==> src/sv/wtsr_pkg.sv <==
package wtsr_pkg;

  // Number of term lanes built into the datapath
  localparam int AVAILABLE_TERMS = 4;

  // Register widths
  localparam int COUNT_W     = 3;
  localparam int MODES_W     = 8;
  localparam int CFG_INDEX_W = 3;
  localparam int ACC_W       = 64;

  // Register indexes on the configuration port
  localparam logic [CFG_INDEX_W-1:0] REG_TERM_COUNT = 3'd0;
  localparam logic [CFG_INDEX_W-1:0] REG_TERM_MODES = 3'd1;
  localparam logic [CFG_INDEX_W-1:0] REG_SCALE_ZERO = 3'd2;

  // Term modes, two bits per term
  typedef logic [1:0] mode_t;
  localparam mode_t MODE_SCALE   = 2'd0;
  localparam mode_t MODE_LEFT    = 2'd1;
  localparam mode_t MODE_PRODUCT = 2'd2;
  localparam mode_t MODE_IGNORE  = 2'd3;

  // Accumulator bounds
  localparam logic [ACC_W-1:0] ACC_MAX = {1'b0, {(ACC_W-1){1'b1}}};
  localparam logic [ACC_W-1:0] ACC_MIN = {1'b1, {(ACC_W-1){1'b0}}};

  // Control that travels alongside the term data
  typedef struct packed {
    logic valid;
    logic last;
  } wtsr_ctl_t;

endpackage

==> src/sv/wtsr_lane.sv <==
// One term lane: scale*left, then the second product or the alignment shift.
module wtsr_lane import wtsr_pkg::*; #(
  parameter int VALUE_BITS    = 16,
  parameter int FRACTION_BITS = 8,
  parameter int TERM_W        = 48
) (
  input  logic                         clk,
  input  logic                         advance,
  input  logic signed [VALUE_BITS-1:0] scale,
  input  logic signed [VALUE_BITS-1:0] left,
  input  logic signed [VALUE_BITS-1:0] right,
  input  mode_t                        mode,
  output logic signed [TERM_W-1:0]     term
);

  localparam int PROD1_W = 2 * VALUE_BITS;
  localparam int PROD2_W = 3 * VALUE_BITS;
  localparam int SHIFT1  = FRACTION_BITS;
  localparam int SHIFT2  = 2 * FRACTION_BITS;

  logic signed [PROD1_W-1:0]    prod1;
  logic signed [PROD1_W-1:0]    prod1_r;
  logic signed [VALUE_BITS-1:0] scale_r;
  logic signed [VALUE_BITS-1:0] right_r;
  mode_t                        mode_r;
  logic signed [PROD2_W-1:0]    prod2;
  logic signed [TERM_W-1:0]     term_nxt;
  logic signed [TERM_W-1:0]     term_r;

  // First stage: scale times left operand
  assign prod1 = scale * left;

  always_ff @(posedge clk) begin
    if (advance) begin
      prod1_r <= prod1;
      scale_r <= scale;
      right_r <= right;
      mode_r  <= mode;
    end
  end

  // Second stage: bring the chosen term to 3*FRACTION_BITS fraction bits
  assign prod2 = prod1_r * right_r;

  always_comb begin
    case (mode_r)
      MODE_SCALE:   term_nxt = TERM_W'(scale_r) <<< SHIFT2;
      MODE_LEFT:    term_nxt = TERM_W'(prod1_r) <<< SHIFT1;
      MODE_PRODUCT: term_nxt = TERM_W'(prod2);
      default:      term_nxt = '0;
    endcase
  end

  always_ff @(posedge clk) begin
    if (advance) begin
      term_r <= term_nxt;
    end
  end

  assign term = term_r;

endmodule

==> config.mk <==
export PLATFORM = sky130hd
export DESIGN_NAME = wtsr_lane
export DESIGN_NICKNAME = d
export VERILOG_FILES = /design/src/sv/wtsr_pkg.sv /design/src/sv/wtsr_lane.sv
export SDC_FILE = /design/constraint.sdc
export NUM_CORES = 2
export LEC_CHECK = 0
export BUFFER_PORTS_ARGS = -buffer_cell sky130_fd_sc_hd__buf_2
export CORE_MARGIN = 3
export CORE_UTILIZATION = 60
export CTS_CLUSTER_DIAMETER = 200
export CTS_CLUSTER_SIZE = 14
export DETAILED_ROUTE_END_ITERATION = 7
export GPL_TIMING_DRIVEN = 0
export PLACE_DENSITY_LB_ADDON = 0.15
export SYNTH_ARGS = -nofsm -noshare
export SYNTH_HDL_FRONTEND = slang
export SYNTH_SLANG_ARGS = --single-unit
==> constraint.sdc <==
create_clock -name clk -period 6.8 [get_ports clk]
set_input_delay 0 -clock clk [delete_from_list [all_inputs] [get_ports clk]]
set_output_delay 0 -clock clk [all_outputs]
set_load 0.03 [all_outputs]
==> impl_results.md <==
- Status: finished, violations left
- Failing checks: negative setup slack
- Slowest CP cell: fa_1
- Synthesized instance count: 3343
- Largest net degree at the start of global routing: 79
- Via Count: 23800
- Setup CP Type: reg2reg
- Clock Sinks: 114
- Clock period minus worst slack: 6800 ps
- Final WS setup: -1.16 ps
- CTS tree: yes
- Pre-CTS WS: -978 ps
- Worst hold slack: 46.8 ps
- GRT overflow: 0
- Area leader, netlist: fa_1
- Number of H-tree levels: 4
- Top cell type's share of synthesized area: 47.2%
- Setup violations, final: 1
- Hold Crit Class: in2reg
- Final WL: 91000 um
- All-layer global routing usage: 34.1%
- Vias in the first global route: 26000
- Worst skew pair latency: 430 ps
- Root buffer cell: clkbuf_16
- Detail Route Antenna Nets: 0
- RSZ-0062 raised after global routing: true
- Maximum clock insertion buffer count: 2
- Post-route setup TNS: -1.16 ps
- Mean Syn Cell Area: 9.49 um2
- MaxCap Viol Count: 0
- Worst stage delay on the critical path: 560 ps
- Seq cells post-synth: 114
- CP arrival: 6950 ps
- Max Freq: 147 MHz
- YS warnings: 0
- Crit path top cell by count: fa_1
- Dpl hpwl: 74200 um
- Die Y: 236 um
- Clock transition at path regs: 70 ps
- Critical path cell sequence: buf_2 > nand2_1 > fa_1 > fa_1 > inv_2 > fa_1 > fa_2 > fa_1 > inv_2 > fa_1 > inv_2 > ha_4 > buf_6 > a21o_4 > a211oi_4 > a31oi_4 > o31ai_4 > a31oi_4 > o211ai_1 > nor3b_2 > o31ai_2
- Initial antenna violation count: 3
- Post-synth EDFFs: 114
- Startpoint types: flop
- Post-route insts no fill: 4275
- Vias per inst: 5.57
- Critical path peak fanout: 10
- Synth cell types: 65
- Die area: 55700 um2
- CP endpoint kind: flop
- Port Buffer Count: 99
- Sequential-to-total area share from yosys stat: 10.8%
- Post-Place Cells: 4123
- # rows: 83
- Chip width: 236 um
- Starting DRT DRC Count: 1857
- Drc violations: 0
- Layout cell share with drive strength beyond 1: 11.2%
- Area Overhead vs Synth: 12.4%
- Final slew viol count: 0
- Core area: 51800 um2
- Final nets: 4574
- Synth top area cells: fa_1, edfxtp_1, inv_1
- Pin slew with the least headroom to its limit: 909 ps
- Most common cell after layout, fill and taps aside: inv_1
- First-pass GRT wire length: 145000 um
- 1st-pass router iterations: 6
- Routability congestion estimate: 0.955
- Tcrit/Tclk final: 100%
- Io pins: 100
- Most frequent cells in the layout: inv_1, fa_1, nand2_1, and2_1, ha_1
- Critical Path RT: 6950 ps
- Top FF cell, synth: edfxtp_1
- Num CTS Buffers: 17
- Syn Nets: 4339
- Starting density of the core: 61.2%
- Skew final: 13.7 ps
- Mapped Area: 31700 um2
- Hold Vio Cnt, Final: 0
- Max-slew headroom: 39.4%
- Avg WL per Cell: 21.3 um
- FFs w/ async S/R, synth: 0%
-- layer usage --
| layer | up-vias | global-route usage (%) | part of all wire, % |
|---|---|---|---|
| li1 | 10300 | - | - |
| met1 | 12100 | 44.1 | 38 |
| met2 | 1183 | 55.4 | 47 |
| met3 | 233 | 7.76 | 10 |
| met4 | 0 | 15.4 | 4.7 |
| met5 | - | 0 | 0 |
-- layout make-up --
type / count / area, um2
multi-input cells: 2253 / 25100
fillers: 4081 / 16200
flip-flops and latches: 114 / 3420
inverters: 832 / 3130
repair buffers: 240 / 1760
well taps: 680 / 851
plain buffers: 120 / 821
clock buffers: 17 / 425
clock inverters: 15 / 164
diodes: 4 / 10.0
-- repair_timing --
item                                    in CTS  in global routing
pin swaps                                   13                 45
cloned                                       0                  1
hold buffers                                34                  0
hold endpoints to repair                    34                  0
buffers inserted                            62                 44
resized for setup                          146                172
endpoints found under the setup margin      31                 23
-- state kept, by name (all words and copies together), names as in the netlist --
| register | flops |
|---|---|
| mode_r | 2 |
| term | 48 |
| prod1_r | 32 |
| right_r | 16 |
| scale_r | 16 |
-- synthesized netlist by cell type (35+ instances only) --
library cell and instances:
inv_1 830, fa_1 748, nand2_1 474, and2_1 307, ha_1 196, clkbuf_1 136, edfxtp_1 114, nor2_1 71
a21oi_1 66, xnor2_1 56, a21o_1 38, o21ai_0 35
-- kinds of logic (layout without fill, tap and decap cells) --
| logic type | count (synthesis) | count (layout) | share of synthesized area (%) |
|---|---|---|---|
| mux | 16 | 16 | 0.505 |
| fa+ha+maj | 944 | 944 | 54.9 |
| xor+xnor | 81 | 81 | 2.24 |
| compound gates | 261 | 261 | 5.58 |
| other cells | 0 | 4 | 0 |
| buf+inv | 976 | 1224 | 11.6 |
| simple gates | 951 | 951 | 14.4 |
| flops | 114 | 114 | 10.8 |
-- stage by stage --
stage	utilization (%)	cell area, um2
floorplan	-	31700
global placement	63.8	33100
detailed placement	63.9	33100
CTS	67.4	34900
global route	68.8	35700
finish	68.8	35700
-- path summary, 6_finish.rpt --
path	from	slack [ps]	cells past startpoint	end
max	right_r[14]	-1	21	term[41]
max reg2reg	right_r[14]	-1	21	term[41]
min	left[0]	50	2	prod1_r[0]
min reg2reg	scale_r[8]	610	2	term[24]
-- worst max-delay path, delay by kind of cell, from the launching register on --
kind / cells / cell delay, ps
adder cells (fa/ha/maj): 7 / 3410
AO/OA/AOI/OAI: 7 / 1610
buffers and inverters: 5 / 590
flip-flops: 1 / 500
AND/OR/NAND/NOR: 2 / 380
Power is left out: the tool's default activity adds up to more than one toggle a clock period on the data nets, which glitch-free logic cannot reach.
