$ cat config.mk
export PLATFORM = sky130hd
export DESIGN_NAME = wtsr_merge
export DESIGN_NICKNAME = d
export VERILOG_FILES = /design/src/sv/wtsr_pkg.sv /design/src/sv/wtsr_merge.sv
export SDC_FILE = /design/constraint.sdc
export NUM_CORES = 1
export LEC_CHECK = 0
export ABC_CLOCK_PERIOD_IN_PS = 12700
export BUFFER_PORTS_ARGS = -buffer_cell sky130_fd_sc_hd__buf_4
export CORE_UTILIZATION = 40
export DETAILED_ROUTE_END_ITERATION = 16
export PLACE_DENSITY_LB_ADDON = 0.15
export SYNTH_ARGS = -nofsm -noshare
export SYNTH_HDL_FRONTEND = slang
export SYNTH_SLANG_ARGS = --single-unit
$ cat constraint.sdc
create_clock -name clk -period 12.7 [get_ports clk]
set_clock_uncertainty 0.15 [all_clocks]
set_input_delay 3.81 -clock clk [delete_from_list [all_inputs] [get_ports clk]]
set_output_delay 3.81 -clock clk [all_outputs]
set_load 0.01 [all_outputs]
$ cat src/sv/wtsr_pkg.sv
package wtsr_pkg;

  // Number of term lanes built into the datapath
  localparam int AVAILABLE_TERMS = 4;

  // Register widths
  localparam int COUNT_W     = 3;
  localparam int MODES_W     = 8;
  localparam int CFG_INDEX_W = 3;
  localparam int ACC_W       = 64;

  // Register indexes on the configuration port
  localparam logic [CFG_INDEX_W-1:0] REG_TERM_COUNT = 3'd0;
  localparam logic [CFG_INDEX_W-1:0] REG_TERM_MODES = 3'd1;
  localparam logic [CFG_INDEX_W-1:0] REG_SCALE_ZERO = 3'd2;

  // Term modes, two bits per term
  typedef logic [1:0] mode_t;
  localparam mode_t MODE_SCALE   = 2'd0;
  localparam mode_t MODE_LEFT    = 2'd1;
  localparam mode_t MODE_PRODUCT = 2'd2;
  localparam mode_t MODE_IGNORE  = 2'd3;

  // Accumulator bounds
  localparam logic [ACC_W-1:0] ACC_MAX = {1'b0, {(ACC_W-1){1'b1}}};
  localparam logic [ACC_W-1:0] ACC_MIN = {1'b1, {(ACC_W-1){1'b0}}};

  // Control that travels alongside the term data
  typedef struct packed {
    logic valid;
    logic last;
  } wtsr_ctl_t;

endpackage

$ cat src/sv/wtsr_merge.sv
// Merging stage: adds the lane terms, saturating accumulate, result register.
module wtsr_merge import wtsr_pkg::*; #(
  parameter int TERM_W = 48
) (
  input  logic                    clk,
  input  logic                    rst_n,
  input  wtsr_ctl_t               ctl_in,
  input  logic signed [TERM_W-1:0] term [AVAILABLE_TERMS],
  output logic                    hold,
  output logic                    out_valid,
  input  logic                    out_stall,
  output logic signed [ACC_W-1:0] total,
  output logic                    saturated
);

  localparam int COEF_W = TERM_W + $clog2(AVAILABLE_TERMS);
  localparam int WIDE_W = ACC_W + 1;

  wtsr_ctl_t                 ctl3_r;
  logic signed [COEF_W-1:0]  coef_nxt;
  logic signed [COEF_W-1:0]  coef_r;
  logic signed [ACC_W-1:0]   sum_r;
  logic signed [ACC_W-1:0]   sum_nxt;
  logic                      clip_r;
  logic                      clip_nxt;
  logic signed [WIDE_W-1:0]  sum_wide;
  logic                      overflow;
  logic                      load_total;
  logic                      out_valid_r;
  logic signed [ACC_W-1:0]   total_r;
  logic                      sat_r;

  // A last element cannot enter the accumulator while the previous total waits
  assign hold = ctl3_r.valid && ctl3_r.last && out_valid_r && out_stall;

  // Last element leaving the accumulator into the result register
  assign load_total = !hold && ctl3_r.valid && ctl3_r.last;

  // Lane terms summed into one coefficient
  always_comb begin
    coef_nxt = '0;
    for (int k = 0; k < AVAILABLE_TERMS; k++) begin
      coef_nxt = coef_nxt + COEF_W'(term[k]);
    end
  end

  // Saturating add, one bit wider to spot the overflow
  assign sum_wide = WIDE_W'(sum_r) + WIDE_W'(coef_r);
  assign overflow = sum_wide[WIDE_W-1] != sum_wide[WIDE_W-2];
  assign sum_nxt  = overflow ? (sum_wide[WIDE_W-1] ? ACC_MIN : ACC_MAX)
                             : sum_wide[ACC_W-1:0];
  assign clip_nxt = clip_r | overflow;

  // Control state
  always_ff @(posedge clk) begin
    if (!rst_n) begin
      ctl3_r      <= '0;
      sum_r       <= '0;
      clip_r      <= 1'b0;
      out_valid_r <= 1'b0;
    end else begin
      if (load_total) begin
        out_valid_r <= 1'b1;
      end else if (!out_stall) begin
        out_valid_r <= 1'b0;
      end
      if (!hold) begin
        ctl3_r <= ctl_in;
        if (ctl3_r.valid) begin
          if (ctl3_r.last) begin
            sum_r  <= '0;
            clip_r <= 1'b0;
          end else begin
            sum_r  <= sum_nxt;
            clip_r <= clip_nxt;
          end
        end
      end
    end
  end

  // Payload
  always_ff @(posedge clk) begin
    if (!hold) begin
      coef_r <= coef_nxt;
    end
    if (load_total) begin
      total_r <= sum_nxt;
      sat_r   <= clip_nxt;
    end
  end

  assign out_valid = out_valid_r;
  assign total     = total_r;
  assign saturated = sat_r;

endmodule

==> run metrics <==
synthesized flop and latch total=183; clk buf depth=2; nets@finish=2,420; Initial Util=40.7%; Seq/Total Area, Yosys=30.5%; arrival time at the worst endpoint=4.95 ns; WS Path Type=input port to output port; worst hold slack=0.332 ns; Antenna Violating Nets Remaining=0; Max Cap Viol=0; Net Count, Synth=2,192; Antenna Cells=0; antenna violations before repair=0; Yosys warning count=0; RSZ-0062 raised after global routing=no; DRT Pass-1 Iters=5; Top cell by count, worst path=buf_4; slew of the pin with the lowest slew margin=1.04 ns; via count=13,100; CP cell instances=buf_4 -> nand4_1 -> buf_4 -> inv_1 -> buf_4; post-synthesis compound-gate area fraction=21.7%; synthesized area per cell=8.86 µm²; Synth Area in XOR/XNOR=5.76%; Routed wire per std cell=15.7 µm; Worst Hold Class=flip-flop to flip-flop; largest net degree at the start of global routing=67; Final min period=8.91 ns; largest cells by area after synthesis=edfxtp_1 22%, fa_1 12%, ha_1 8.9%; Post-synth ARST share=0%; mux share of post-synthesis cell area=0.0633%; DRC violations left=0; worst skew pair latency=0.45 ns; Die Wd=201 µm; Crit path required time=8.74 ns; Synth Area in Adders=21.4%; port bufs=263; Total Wirelength=39,900 µm; DRT iter0 DRCs=875; Area Growth Syn to Fin=18.9%; CTS tree=done; HPWL Detailed=31,400 µm; die height=201 µm; IO Count=264; GPL Wtd Cong=0.918; Post-synth EDFFs=115; Most used DFF post-synth=edfxtp_1; main combinational cell family by area after synthesis=compound AO/OA/AOI/OAI gates; pwr dens=213 mW/mm²; synth unique cells=78; CTS HTree Levels=4; post-synth top area share=21.8%; final setup TNS=0 ns; # setup viols final=0; post-CTS setup buffer count=0; area leader, netlist=edfxtp_1; vias in the first global route=13,100; area of the multi-input gates=0.00955 mm²; most instantiated cells after synthesis=311 x inv_1, 158 x nand2_1, 136 x a21oi_1, 134 x o21ai_0, 115 x edfxtp_1; Total GRT Usage=20.1%; full die area=0.0403 mm²; Vias/cell=5.17; final hold viol count=0; layout cell share with drive strength beyond 1=16.6%; period utilisation layout=70.1%; CTS Buf Count=17; Root Buffer=clkbuf_16; most common cell in the synthesized netlist=inv_1; largest fanout on the critical path=53; max frequency=112 MHz; Slowest cell on crit path=buf_4; status=finished clean; Setup crit end kind=output port; hold buffers post-CTS=0; Peak VDD IR=108 µV; P_leak=8.79 nW; core area=0.0388 mm²; Reg area=0.00481 mm²; synthesized area=0.0158 mm²; Fillers=3,757; global-route wire length before repair=66,000 µm; CP Buf/Inv Count=4; clock sinks=183; clk slew on worst S/H paths=0.08 ns; Mapped Cells=1,784; global route overflow=0; delay-heaviest family, CP=buffers and inverters; Worst Setup Start Kind=input port; post_cts resized=0; Synth Area in Simple Gates=11.3%; Slew Viols, Final=0; row cnt=72; Worst slew margin=30.2%; max incr delay on CP=0.55 ns
## cell usage in the layout (no fill, tap or decap), types with 63 or more instances in the layout
| master | synthesis | layout |
|---|---|---|
| inv_1 | 311 | 311 |
| a21oi_1 | 136 | 135 |
| buf_4 | 5 | 269 |
| edfxtp_1 | 115 | 115 |
| o211ai_1 | 70 | 70 |
| nor2_1 | 76 | 76 |
| xnor2_1 | 63 | 63 |
| fa_1 | 98 | 98 |
| ha_1 | 113 | 113 |
| dfxtp_1 | 68 | 68 |
| o21ai_0 | 134 | 134 |
| nand2_1 | 158 | 157 |
## report_power, final
group / internal [mW] / switching [mW]
Clock: 0.268 / 0.272
Combinational: 0.938 / 1.47
Sequential: 0.940 / 0.111
Total: 2.15 / 1.86
## sequential cells by signal, indices dropped and copies added (netlist names)
register	count
sum_r	64
total	64
coef_r	50
ctl3_r	2
clip_r	1
out_valid	1
saturated	1
## cell type report
class,count,area share (%)
inverter,311,6.21
timing repair buffer,269,10.7
multi-input combinational,1230,50.8
clock inverter,15,0.912
tap,518,3.45
sequential,183,25.6
clock buffer,17,2.26
## metrics by stage
| step | utilization, % | instances | worst slack [ns] | total power [mW] | cell area [µm²] |
|---|---|---|---|---|---|
| 2_1_floorplan | - | 1784 | 2.88 | 2.78 | 15800 |
| 3_3_place_gp | 46.9 | 2511 | 3.82 | 3.44 | 18200 |
| 3_5_place_dp | 46.9 | 2511 | 3.76 | 3.45 | 18200 |
| 4_1_cts | 48.4 | 2543 | 3.76 | 4.01 | 18800 |
| 5_1_grt | 48.4 | 2543 | 3.65 | 4.34 | 18800 |
| 6_report | 48.4 | 2543 | 3.79 | 4.00 | 18800 |
## per-layer routing
metal  routed length [µm]  vias up  global-route usage (%)
met5                    0        -                       0
met4                  471        0                    4.55
met3                 1530       30                    2.39
met2                17300      325                    31.1
met1                20600     6171                    29.8
li1                     -     6620                       -
## kinds of logic (layout without fill, tap and decap cells)
| family | count (synthesis) | count (layout) |
|---|---|---|
| compound gates | 534 | 534 |
| simple gates | 381 | 381 |
| buf+inv | 371 | 612 |
| fa+ha+maj | 211 | 211 |
| flops | 183 | 183 |
| xor+xnor | 103 | 103 |
| mux | 1 | 1 |
## worst reg2reg max path, cell delays in order, from the launching register on
cell,delay (ns)
edfxtp_1,0.36
ha_1,0.21
inv_1,0.07
fa_1,0.41
nor2b_1,0.19
o2111ai_1,0.16
a211o_1,0.35
a31oi_2,0.21
o21ai_2,0.16
o21a_1,0.29
o211ai_2,0.35
nand2_1,0.16
o21ai_4,0.82
o21ai_0,0.43
## path summary, 6_finish.rpt
path	start	to	slack, ns	depth (start not counted)
worst max-delay path	out_stall	hold	3.79	5
worst min-delay path	sum_r[0]	sum_r[0]	0.33	1
worst max register to register	coef_r[0]	total[36]	8.05	13
worst min register to register	sum_r[0]	sum_r[0]	0.33	1
(Power assumes the default switching activity.)
